### src/sv/ctlfrm_pkg.sv
// ----------------------------------------------------------------------------
// ctlfrm_pkg
// shared constants, types and the crc-16/ccitt-false byte update
// ----------------------------------------------------------------------------
package ctlfrm_pkg;

	localparam int PktLen    = 16;
	localparam int CrcSpan   = 14;
	localparam int ByteIdxW  = $clog2(PktLen);
	localparam int BodyW     = CrcSpan * 8;
	localparam int AxisW     = 16;
	localparam int CfgIdxW   = 2;
	localparam int CfgDataW  = 8;

	localparam logic [15:0] CrcInit = 16'hFFFF;
	localparam logic [15:0] CrcPoly = 16'h1021;

	localparam logic [ByteIdxW-1:0] CrcLoIdx = ByteIdxW'(CrcSpan);
	localparam logic [ByteIdxW-1:0] LastIdx  = ByteIdxW'(PktLen - 1);

	typedef enum logic [CfgIdxW-1:0] {
		REG_SYNC_FIRST  = 2'd0,
		REG_SYNC_SECOND = 2'd1,
		REG_VERSION     = 2'd2
	} cfg_reg_t;

	typedef logic [BodyW-1:0] pkt_body_t;

	function automatic logic [15:0] crc_feed(logic [15:0] crc, logic [7:0] b);
		logic [15:0] c;
		c = crc ^ {b, 8'h00};
		for (int k = 0; k < 8; k++) begin
			if (c[15]) begin
				c = {c[14:0], 1'b0} ^ CrcPoly;
			end else begin
				c = {c[14:0], 1'b0};
			end
		end
		return c;
	endfunction

endpackage

### src/sv/ctlfrm_if.sv
// ----------------------------------------------------------------------------
// ctlfrm interfaces
// snapshot request channel and packet byte channel
// ----------------------------------------------------------------------------
interface ctlfrm_snap_if;
	import ctlfrm_pkg::*;

	logic                    valid;
	logic                    ready;
	logic [3:0]              toggle_switches;
	logic [1:0]              switch_b;
	logic [1:0]              switch_c;
	logic                    link_connected;
	logic                    motion_permitted;
	logic                    arm_mode_active;
	logic signed [AxisW-1:0] roll_axis;
	logic signed [AxisW-1:0] pitch_axis;
	logic signed [AxisW-1:0] throttle_axis;
	logic signed [AxisW-1:0] yaw_axis;

	modport source (
		output valid, toggle_switches, switch_b, switch_c, link_connected,
		output motion_permitted, arm_mode_active,
		output roll_axis, pitch_axis, throttle_axis, yaw_axis,
		input  ready
	);
	modport sink (
		input  valid, toggle_switches, switch_b, switch_c, link_connected,
		input  motion_permitted, arm_mode_active,
		input  roll_axis, pitch_axis, throttle_axis, yaw_axis,
		output ready
	);
endinterface

interface ctlfrm_byte_if;
	logic       valid;
	logic       ready;
	logic [7:0] packet_byte;
	logic       last_byte;

	modport source (output valid, packet_byte, last_byte, input ready);
	modport sink (input valid, packet_byte, last_byte, output ready);
endinterface

### src/sv/control_packet_framer_crc16_top.sv
// ----------------------------------------------------------------------------
// control_packet_framer_crc16_top
// frames remote-control snapshots into 16-byte packets closed by a crc-16
// ----------------------------------------------------------------------------
// usage:
//   snap carries one snapshot request per valid/ready handshake. pkt returns
//   the packet one byte per handshake, last_byte marking byte fifteen:
//   sync, sync, version, sequence, flags, switches, roll, pitch, throttle,
//   yaw (little-endian), then crc-16/ccitt-false of bytes 0-13, low first.
//   when idle, a snapshot passes the input register and is loaded into the
//   serializer before its first byte; otherwise that byte follows right
//   after the previous packet's last byte. a packet is sixteen bytes, one
//   a cycle unless stalled; the crc is folded in byte by byte as the body
//   shifts out, so the output port sets the rate. a second snapshot waits
//   in the input register during a packet, so packets follow with no gap.
//   a receiver stall freezes the byte in flight; once the input register
//   is full, snap.ready drops until the current packet ends.
//   reset empties both stages, clears the sequence number and sets the
//   three configuration registers to zero. write them only when idle.
// ----------------------------------------------------------------------------
module control_packet_framer_crc16_top (
	input  logic                              clk,
	input  logic                              arst_n,
	input  logic                              cfg_wr_en,
	input  logic [ctlfrm_pkg::CfgIdxW-1:0]    cfg_index,
	input  logic [ctlfrm_pkg::CfgDataW-1:0]   cfg_wdata,
	ctlfrm_snap_if.sink                       snap,
	ctlfrm_byte_if.source                     pkt
);
	import ctlfrm_pkg::*;

	logic [7:0] sync_first_q;
	logic [7:0] sync_second_q;
	logic [7:0] version_q;
	logic [7:0] seq_q;
	logic       valid_s1;
	pkt_body_t  body_s1;
	logic       body_take;
	logic       snap_fire;
	logic       sd;
	logic [7:0] flags;
	logic [7:0] switches;
	pkt_body_t  body_next;

	assign snap.ready = !valid_s1 || body_take;
	assign snap_fire  = snap.valid && snap.ready;

	assign sd = snap.toggle_switches[1];
	assign flags = {5'b0,
		snap.arm_mode_active && snap.link_connected && snap.motion_permitted &&
			snap.switch_c == 2'd1 && !sd,
		snap.motion_permitted, snap.link_connected};
	assign switches = {snap.toggle_switches[3], snap.toggle_switches[2], sd,
		snap.switch_c, snap.switch_b, snap.toggle_switches[0]};
	assign body_next = {snap.yaw_axis, snap.throttle_axis, snap.pitch_axis,
		snap.roll_axis, switches, flags, seq_q, version_q, sync_second_q,
		sync_first_q};

	always_ff @(posedge clk or negedge arst_n) begin
		if (!arst_n) begin
			sync_first_q  <= '0;
			sync_second_q <= '0;
			version_q     <= '0;
		end else if (cfg_wr_en) begin
			case (cfg_index)
				REG_SYNC_FIRST:  sync_first_q  <= cfg_wdata;
				REG_SYNC_SECOND: sync_second_q <= cfg_wdata;
				REG_VERSION:     version_q     <= cfg_wdata;
				default: ;
			endcase
		end
	end

	always_ff @(posedge clk or negedge arst_n) begin
		if (!arst_n) begin
			seq_q    <= '0;
			valid_s1 <= 1'b0;
		end else begin
			if (snap_fire) begin
				seq_q    <= seq_q + 8'd1;
				valid_s1 <= 1'b1;
			end else if (body_take) begin
				valid_s1 <= 1'b0;
			end
		end
	end

	always_ff @(posedge clk) begin
		if (snap_fire) begin
			body_s1 <= body_next;
		end
	end

	ctlfrm_serializer u_ser (
		.clk        (clk),
		.arst_n     (arst_n),
		.body_valid (valid_s1),
		.body       (body_s1),
		.body_take  (body_take),
		.pkt        (pkt)
	);

endmodule

### src/sv/ctlfrm_serializer.sv
// ----------------------------------------------------------------------------
// ctlfrm_serializer
// shifts out one packet body byte per request and appends the running crc
// ----------------------------------------------------------------------------
module ctlfrm_serializer (
	input  logic                  clk,
	input  logic                  arst_n,
	input  logic                  body_valid,
	input  ctlfrm_pkg::pkt_body_t body,
	output logic                  body_take,
	ctlfrm_byte_if.source         pkt
);
	import ctlfrm_pkg::*;

	logic                busy_q;
	logic [ByteIdxW-1:0] idx_q;
	logic [15:0]         crc_q;
	pkt_body_t           sh_q;
	logic                fire;
	logic                at_last;

	assign fire    = pkt.valid && pkt.ready;
	assign at_last = idx_q == LastIdx;
	assign body_take = body_valid && (!busy_q || (fire && at_last));

	assign pkt.valid     = busy_q;
	assign pkt.last_byte = at_last;

	always_comb begin
		if (idx_q < CrcLoIdx) begin
			pkt.packet_byte = sh_q[7:0];
		end else if (idx_q == CrcLoIdx) begin
			pkt.packet_byte = crc_q[7:0];
		end else begin
			pkt.packet_byte = crc_q[15:8];
		end
	end

	always_ff @(posedge clk or negedge arst_n) begin
		if (!arst_n) begin
			busy_q <= 1'b0;
			idx_q  <= '0;
		end else if (body_take) begin
			busy_q <= 1'b1;
			idx_q  <= '0;
		end else if (fire) begin
			if (at_last) begin
				busy_q <= 1'b0;
			end
			idx_q <= idx_q + 1'b1;
		end
	end

	always_ff @(posedge clk) begin
		if (body_take) begin
			sh_q  <= body;
			crc_q <= CrcInit;
		end else if (fire && idx_q < CrcLoIdx) begin
			sh_q  <= {8'h00, sh_q[BodyW-1:8]};
			crc_q <= crc_feed(crc_q, sh_q[7:0]);
		end
	end

	a_done_idle: assert property (@(posedge clk) disable iff (!arst_n)
		fire && at_last && !body_valid |=> !busy_q)
		else $error("serializer stayed busy after last byte");
	a_load_start: assert property (@(posedge clk) disable iff (!arst_n)
		body_take |=> busy_q && idx_q == '0 && crc_q == CrcInit)
		else $error("packet load did not restart byte count and crc");
	a_stall_hold: assert property (@(posedge clk) disable iff (!arst_n)
		busy_q && !pkt.ready |=> $stable(idx_q) && $stable(crc_q) && busy_q)
		else $error("serializer moved while stalled");
	a_step: assert property (@(posedge clk) disable iff (!arst_n)
		fire && !at_last |=> idx_q == $past(idx_q) + 1'b1)
		else $error("byte index did not advance");
	a_no_take_busy: assert property (@(posedge clk) disable iff (!arst_n)
		busy_q && !(fire && at_last) |-> !body_take)
		else $error("new packet loaded mid-packet");

endmodule
### src/flat_wrapper.sv
// flat-port wrapper written by rule: the top's interface ports become plain ports
module control_packet_framer_crc16_top_flat import ctlfrm_pkg::*;
  (clk, arst_n, cfg_wr_en, cfg_index, cfg_wdata, snap_valid, snap_toggle_switches, snap_switch_b, snap_switch_c, snap_link_connected, snap_motion_permitted, snap_arm_mode_active, snap_roll_axis, snap_pitch_axis, snap_throttle_axis, snap_yaw_axis, snap_ready, pkt_valid, pkt_packet_byte, pkt_last_byte, pkt_ready);
  ctlfrm_snap_if snap_i ();
  ctlfrm_byte_if pkt_i ();
  input  logic clk;
  input  logic arst_n;
  input  logic cfg_wr_en;
  input  logic [ctlfrm_pkg::CfgIdxW-1:0] cfg_index;
  input  logic [ctlfrm_pkg::CfgDataW-1:0] cfg_wdata;
  input wire logic [$bits(snap_i.valid)-1:0] snap_valid;
  input wire logic [$bits(snap_i.toggle_switches)-1:0] snap_toggle_switches;
  input wire logic [$bits(snap_i.switch_b)-1:0] snap_switch_b;
  input wire logic [$bits(snap_i.switch_c)-1:0] snap_switch_c;
  input wire logic [$bits(snap_i.link_connected)-1:0] snap_link_connected;
  input wire logic [$bits(snap_i.motion_permitted)-1:0] snap_motion_permitted;
  input wire logic [$bits(snap_i.arm_mode_active)-1:0] snap_arm_mode_active;
  input wire logic [$bits(snap_i.roll_axis)-1:0] snap_roll_axis;
  input wire logic [$bits(snap_i.pitch_axis)-1:0] snap_pitch_axis;
  input wire logic [$bits(snap_i.throttle_axis)-1:0] snap_throttle_axis;
  input wire logic [$bits(snap_i.yaw_axis)-1:0] snap_yaw_axis;
  output wire logic [$bits(snap_i.ready)-1:0] snap_ready;
  output wire logic [$bits(pkt_i.valid)-1:0] pkt_valid;
  output wire logic [$bits(pkt_i.packet_byte)-1:0] pkt_packet_byte;
  output wire logic [$bits(pkt_i.last_byte)-1:0] pkt_last_byte;
  input wire logic [$bits(pkt_i.ready)-1:0] pkt_ready;
  assign snap_i.valid = snap_valid;
  assign snap_i.toggle_switches = snap_toggle_switches;
  assign snap_i.switch_b = snap_switch_b;
  assign snap_i.switch_c = snap_switch_c;
  assign snap_i.link_connected = snap_link_connected;
  assign snap_i.motion_permitted = snap_motion_permitted;
  assign snap_i.arm_mode_active = snap_arm_mode_active;
  assign snap_i.roll_axis = snap_roll_axis;
  assign snap_i.pitch_axis = snap_pitch_axis;
  assign snap_i.throttle_axis = snap_throttle_axis;
  assign snap_i.yaw_axis = snap_yaw_axis;
  assign snap_ready = snap_i.ready;
  assign pkt_valid = pkt_i.valid;
  assign pkt_packet_byte = pkt_i.packet_byte;
  assign pkt_last_byte = pkt_i.last_byte;
  assign pkt_i.ready = pkt_ready;
  control_packet_framer_crc16_top u_core (.clk(clk), .arst_n(arst_n), .cfg_wr_en(cfg_wr_en), .cfg_index(cfg_index), .cfg_wdata(cfg_wdata), .snap(snap_i), .pkt(pkt_i));
endmodule
### config.mk
export PLATFORM = sky130hd
export DESIGN_NAME = control_packet_framer_crc16_top_flat
export DESIGN_NICKNAME = d
export VERILOG_FILES = /design/src/sv/ctlfrm_pkg.sv /design/src/sv/ctlfrm_if.sv /design/src/sv/control_packet_framer_crc16_top.sv /design/src/sv/ctlfrm_serializer.sv /design/src/flat_wrapper.sv
export SDC_FILE = /design/constraint.sdc
export NUM_CORES = 1
export LEC_CHECK = 0
export BUFFER_PORTS_ARGS = -buffer_cell sky130_fd_sc_hd__buf_2
export CORE_MARGIN = 1
export CORE_UTILIZATION = 35
export CTS_CLUSTER_DIAMETER = 150
export CTS_CLUSTER_SIZE = 28
export DETAILED_ROUTE_END_ITERATION = 8
export PLACE_DENSITY = 0.57
export SLEW_MARGIN = 0
export SYNTH_ARGS = -nofsm -noshare
export SYNTH_HDL_FRONTEND = slang
export SYNTH_SLANG_ARGS = --single-unit
### constraint.sdc
create_clock -name clk -period 3.9 [get_ports clk]
set_input_delay 0.78 -clock clk [delete_from_list [all_inputs] [get_ports clk]]
set_output_delay 0.78 -clock clk [all_outputs]
set_load 0.02 [all_outputs]
==> run summary <==
The post-place instance area is approximately 0.011 mm^2. For this run, the number of Yosys warnings is 0. The starting DRC count in detailed routing came out at 326.

At the worst endpoint, the arrival time is 2160 ps. The worst setup path category is reg2out. Setup repair after global routing left no endpoint under its margin. The final HPWL from detailed placement is ~12000 um. The required time at the endpoint of the critical path is between 3000 and 4000 ps.

In this run the critical register-to-register path is launched from u_core.u_ser.idx_q[1]$_DFFE_PN0P_. The overall fraction of global-route tracks in use is around an eighth. The cell leakage power is 0.00425 uW.

The worst path uses around three quarters of the clock period. The total internal power is roughly 5000 uW. The number of max-slew violations in the final report came out at 0. The largest voltage drop on the vdd net is about 300 uV.

In this run the power spent charging and discharging nets is between 1500 and 2000 uW. The row count came out at between 60 and 70. The met2 usage in global routing is slightly below 20%. The global route total overflow is 0. The initial antenna violation count is 0. The run finished with clean final reports. The share of synthesized flip-flops with an asynchronous set or reset is approximately 14%.

The flop-to-flop setup slack is 1340 ps. The number of diodes came out at 0. The share of total power in combinational logic came out at about a fifth.

The class of the tightest hold or removal check is in2async. The area of all placed cells without fillers is around 0.012 mm^2. STA classifies the critical path endpoint as an output port. The transition at the pin with the smallest max-transition slack came out at 939 ps. The total of hold buffers inserted after clock tree synthesis came out at 0.

The net count reported at finish is a little under 800. The number of endpoints with negative hold slack in the final report is 0. The total nets after synthesis came out at between 600 and 700.

The global-route track usage on met3 is roughly 2.0%. The share of post-route cells with drive strength above 1 came out at 34.4%. The number of unique standard cell types used by synthesis is 42. The post-CTS setup repair buffer count came out at 0.

The detailed-routing iteration count for the pre-antenna-repair pass came out at 4. The final worst clock skew is approximately 19 ps. The detail-routed net length per standard cell came out at 16.7 um. The clock power share came out at 22.1%. The reg-to-reg endpoint is u_core.body_s1[64]$_DFFE_PP_. The number of enable-type register cells in the synthesized netlist came out at about 220. The die covers between 0.03 and 0.04 mm^2.

met2 is the most crowded layer. The worst-skew pair later-pin latency is slightly below 500 ps. The port buffer count is 100. The largest net degree at the start of global routing is 63. The remaining design rule violation count is 0.

Counting every sink on the clock net gives around 270. The area of the core is ~0.029 mm^2. The peak per-stage delay on the critical path is 430 ps.

The layout filler cell count came out at ~2600. For this design the ratio of total power to cell area is around 580 mW/mm^2. The detail route stage leaves a number of antenna-violating nets equal to 0. Post-CTS repair changed the size of 0 cells. The area overhead of the layout relative to synthesis is 13.3%. In this run, synthesis produced a sequential element count of 273. STA classifies the critical path startpoint as a register.

The worst max-slew margin expressed relative to the limit came out at 37.4%. The total area of multi-input combinational cells came out at around 0.0024 mm^2. For this configuration, the core starts out at a cell density of ~36%. The setup TNS came out at 0 ps. The routed design could run at a clock period as short as 2940 ps. Buffers inserted during clock tree synthesis total 13. The fraction of the yosys area taken by sequential cells came out at approximately three quarters. The maximum operating frequency is 340 MHz. The final-report setup violation count came out at 0.

The post-detailed-routing wire length came out at 17800 um. Of all nets on the critical path, the largest fanout is 8. The final core utilization came out at 40.7%.

For this run, the leading register cell type out of synthesis is sky130_fd_sc_hd__edfxtp_1. The met1 track demand over resource came out at 16.8%. The post-synth design cell area came out at approximately 0.010 mm^2.

The mean instance size in the synthesized netlist came out at around 18 um^2. The maximum level of the CTS H-tree came out at 1. The proportion of power drawn by flip-flops and latches came out at 58.9%. The number of vias in the routed layout came out at 5045. The root cell of the clock tree is sky130_fd_sc_hd__clkbuf_16. The first global-routing pass estimated between 20000 and 30000 um of wire. The highest-delay cell along the critical path is sky130_fd_sc_hd__dfrtp_1. The maximum clock path buffer count came out at 3. The critical path goes through inv_1 -> ha_1 -> and3_1 -> o22ai_1 -> o21ai_0 -> buf_2. After clock tree synthesis, the clock-pin slew on the worst setup and hold paths is ~110 ps. The worst setup path startpoint is u_core.u_ser.idx_q[0]$_DFFE_PN0P_. The via count of the first global-routing pass is between 5000 and 6000. The sequential standard cell area came out at just under 0.008 mm^2. The chip width came out at roughly 170 um. The vertical die dimension came out at approximately 170 um. The weighted congestion at the end of routability-driven global placement came out at approximately 0.8. The logic depth of the worst register-to-register path is 5. The ratio of routed vias to standard cells came out at about 4.7. The TritonCTS clock tree is built. Across the run, the number of max-cap violations was 0. The synthesized instance count is roughly 580. The I/O pin count came out at slightly above 100. The fraction of power spent switching nets is between 20% and 30%. In this run the worst setup path terminates at pkt_packet_byte[6].
## placed cells by master, fill, tap and decap left out, types with 6 or more instances in the layout
cell type and count:
sky130_fd_sc_hd__edfxtp_1 219, sky130_fd_sc_hd__buf_2 100, sky130_fd_sc_hd__mux2_2 98, sky130_fd_sc_hd__dfrtp_1 38
sky130_fd_sc_hd__nand2_1 28, sky130_fd_sc_hd__mux2_1 27, sky130_fd_sc_hd__dfxtp_1 16, sky130_fd_sc_hd__o21ai_0 15
sky130_fd_sc_hd__xor2_1 14, sky130_fd_sc_hd__xnor2_1 13, sky130_fd_sc_hd__clkbuf_16 13, sky130_fd_sc_hd__o22ai_1 8
sky130_fd_sc_hd__and2_1 8, sky130_fd_sc_hd__nor2_1 7, sky130_fd_sc_hd__nand3_1 7, sky130_fd_sc_hd__clkbuf_1 7
sky130_fd_sc_hd__buf_12 6
## cells in the mapped netlist, drive strengths merged, types with 2 or more instances
| cell | count | share of area (%) |
|---|---|---|
| dfxtp | 16 | 3.1 |
| xor2 | 14 | 1.2 |
| dfrtp | 38 | 9.1 |
| nand2 | 29 | 1.0 |
| clkbuf | 6 | 0.23 |
| or2 | 2 | 0.12 |
| inv | 4 | 0.14 |
| nand4 | 3 | 0.18 |
| a21oi | 5 | 0.24 |
| and3 | 4 | 0.24 |
| nor4b | 2 | 0.17 |
| nand3 | 8 | 0.43 |
| edfxtp | 219 | 63 |
| nor2 | 7 | 0.25 |
| nor2b | 5 | 0.30 |
| a41oi | 2 | 0.31 |
| o21ai | 15 | 0.72 |
| xnor2 | 16 | 1.6 |
| nand3b | 2 | 0.14 |
| and2 | 9 | 0.54 |
| or3 | 2 | 0.12 |
| nand2b | 2 | 0.12 |
| o211ai | 5 | 0.36 |
| o22ai | 8 | 0.48 |
| buf | 15 | 1.2 |
| ha | 3 | 0.36 |
| mux2 | 125 | 14 |
| nor3 | 2 | 0.096 |
## cells by family after synthesis
family                     count (synthesis)  synth area share, %
AOI/OAI and AO/OA                         38                 2.37
xor gates and xnor gates                  30                 2.74
adders and majority gates                  3                0.360
buffers and inverters                     25                 1.53
DFF                                      273                 75.3
muxes                                    126                 13.6
and+or+nand+nor                           80                 4.06
## power groups by stage
| stage | Clock (uW) | Combinational (uW) | Sequential [uW] |
|---|---|---|---|
| floorplan | 0 | 982 | 3990 |
| global placement | 0 | 1250 | 4050 |
| detailed placement | 0 | 1300 | 4070 |
| CTS | 1570 | 1310 | 4000 |
| global route | 1660 | 1430 | 4060 |
| finish | 1500 | 1290 | 4000 |
## cell type report
| cell class | count | area share, % |
|---|---|---|
| Clock buffer | 20 | 2.98 |
| Clock inverter | 2 | 0.148 |
| Inverter | 4 | 0.148 |
| Multi-Input combinational cell | 277 | 20.6 |
| Sequential cell | 273 | 66.5 |
| Tap cell | 384 | 4.07 |
| Timing Repair Buffer | 111 | 5.58 |
## metal layers
layer  up-vias  part of all wire (%)  routed length (um)
li1       2374                     -                   -
met1      2538                    47                8460
met2       117                    47                8370
met3        16                   4.4                 781
met4         0                   1.3                 231
met5         -                     0                   0
## critical path: cells and delay by family, from the launching register on
family / cells / cell delay, ps
AOI/OAI and AO/OA: 2 / 360
adders and majority gates: 1 / 180
buffers and inverters: 2 / 320
DFF: 1 / 430
and+or+nand+nor: 1 / 380
## worst min path at each step
stage	from	to	slack [ps]	depth (start not counted)
final	arst_n	u_core.sync_second_q[0]$_DFFE_PN0P_	430	1
after global routing	snap_yaw_axis[8]	u_core.body_s1[104]$_DFFE_PP_	430	1
after CTS	snap_yaw_axis[3]	u_core.body_s1[99]$_DFFE_PP_	430	1
after detailed placement	u_core.sync_second_q[5]$_DFFE_PN0P_	u_core.body_s1[13]$_DFFE_PP_	430	0
after global placement	u_core.sync_second_q[1]$_DFFE_PN0P_	u_core.body_s1[9]$_DFFE_PP_	430	0
after floorplan	u_core.sync_second_q[2]$_DFFE_PN0P_	u_core.body_s1[10]$_DFFE_PP_	420	0
## stage by stage
| stage | instances | worst slack (ps) | total power [uW] | hold WS, ps |
|---|---|---|---|---|
| 2_1_floorplan | 575 | 148 | 4970 | 419 |
| 3_3_place_gp | 1049 | 1130 | 5300 | 426 |
| 5_1_grt | 1071 | 828 | 7150 | 426 |
| 3_5_place_dp | 1049 | 1060 | 5370 | 431 |
| 4_1_cts | 1071 | 943 | 6880 | 430 |
| 6_report | 1071 | 961 | 6790 | 427 |
## registers in the layout (all words and copies together), names as in the netlist
| signal | cells |
|---|---|
| u_core.body_s1 | 107 |
| u_core.sync_first_q | 8 |
| u_core.valid_s1 | 1 |
| u_core.u_ser.pkt.valid | 1 |
| u_core.u_ser.crc_q | 16 |
| u_core.version_q | 8 |
| u_core.u_ser.sh_q | 112 |
| u_core.seq_q | 8 |
| u_core.sync_second_q | 8 |
| u_core.u_ser.idx_q | 4 |
Power figures use the tool's default switching activity.
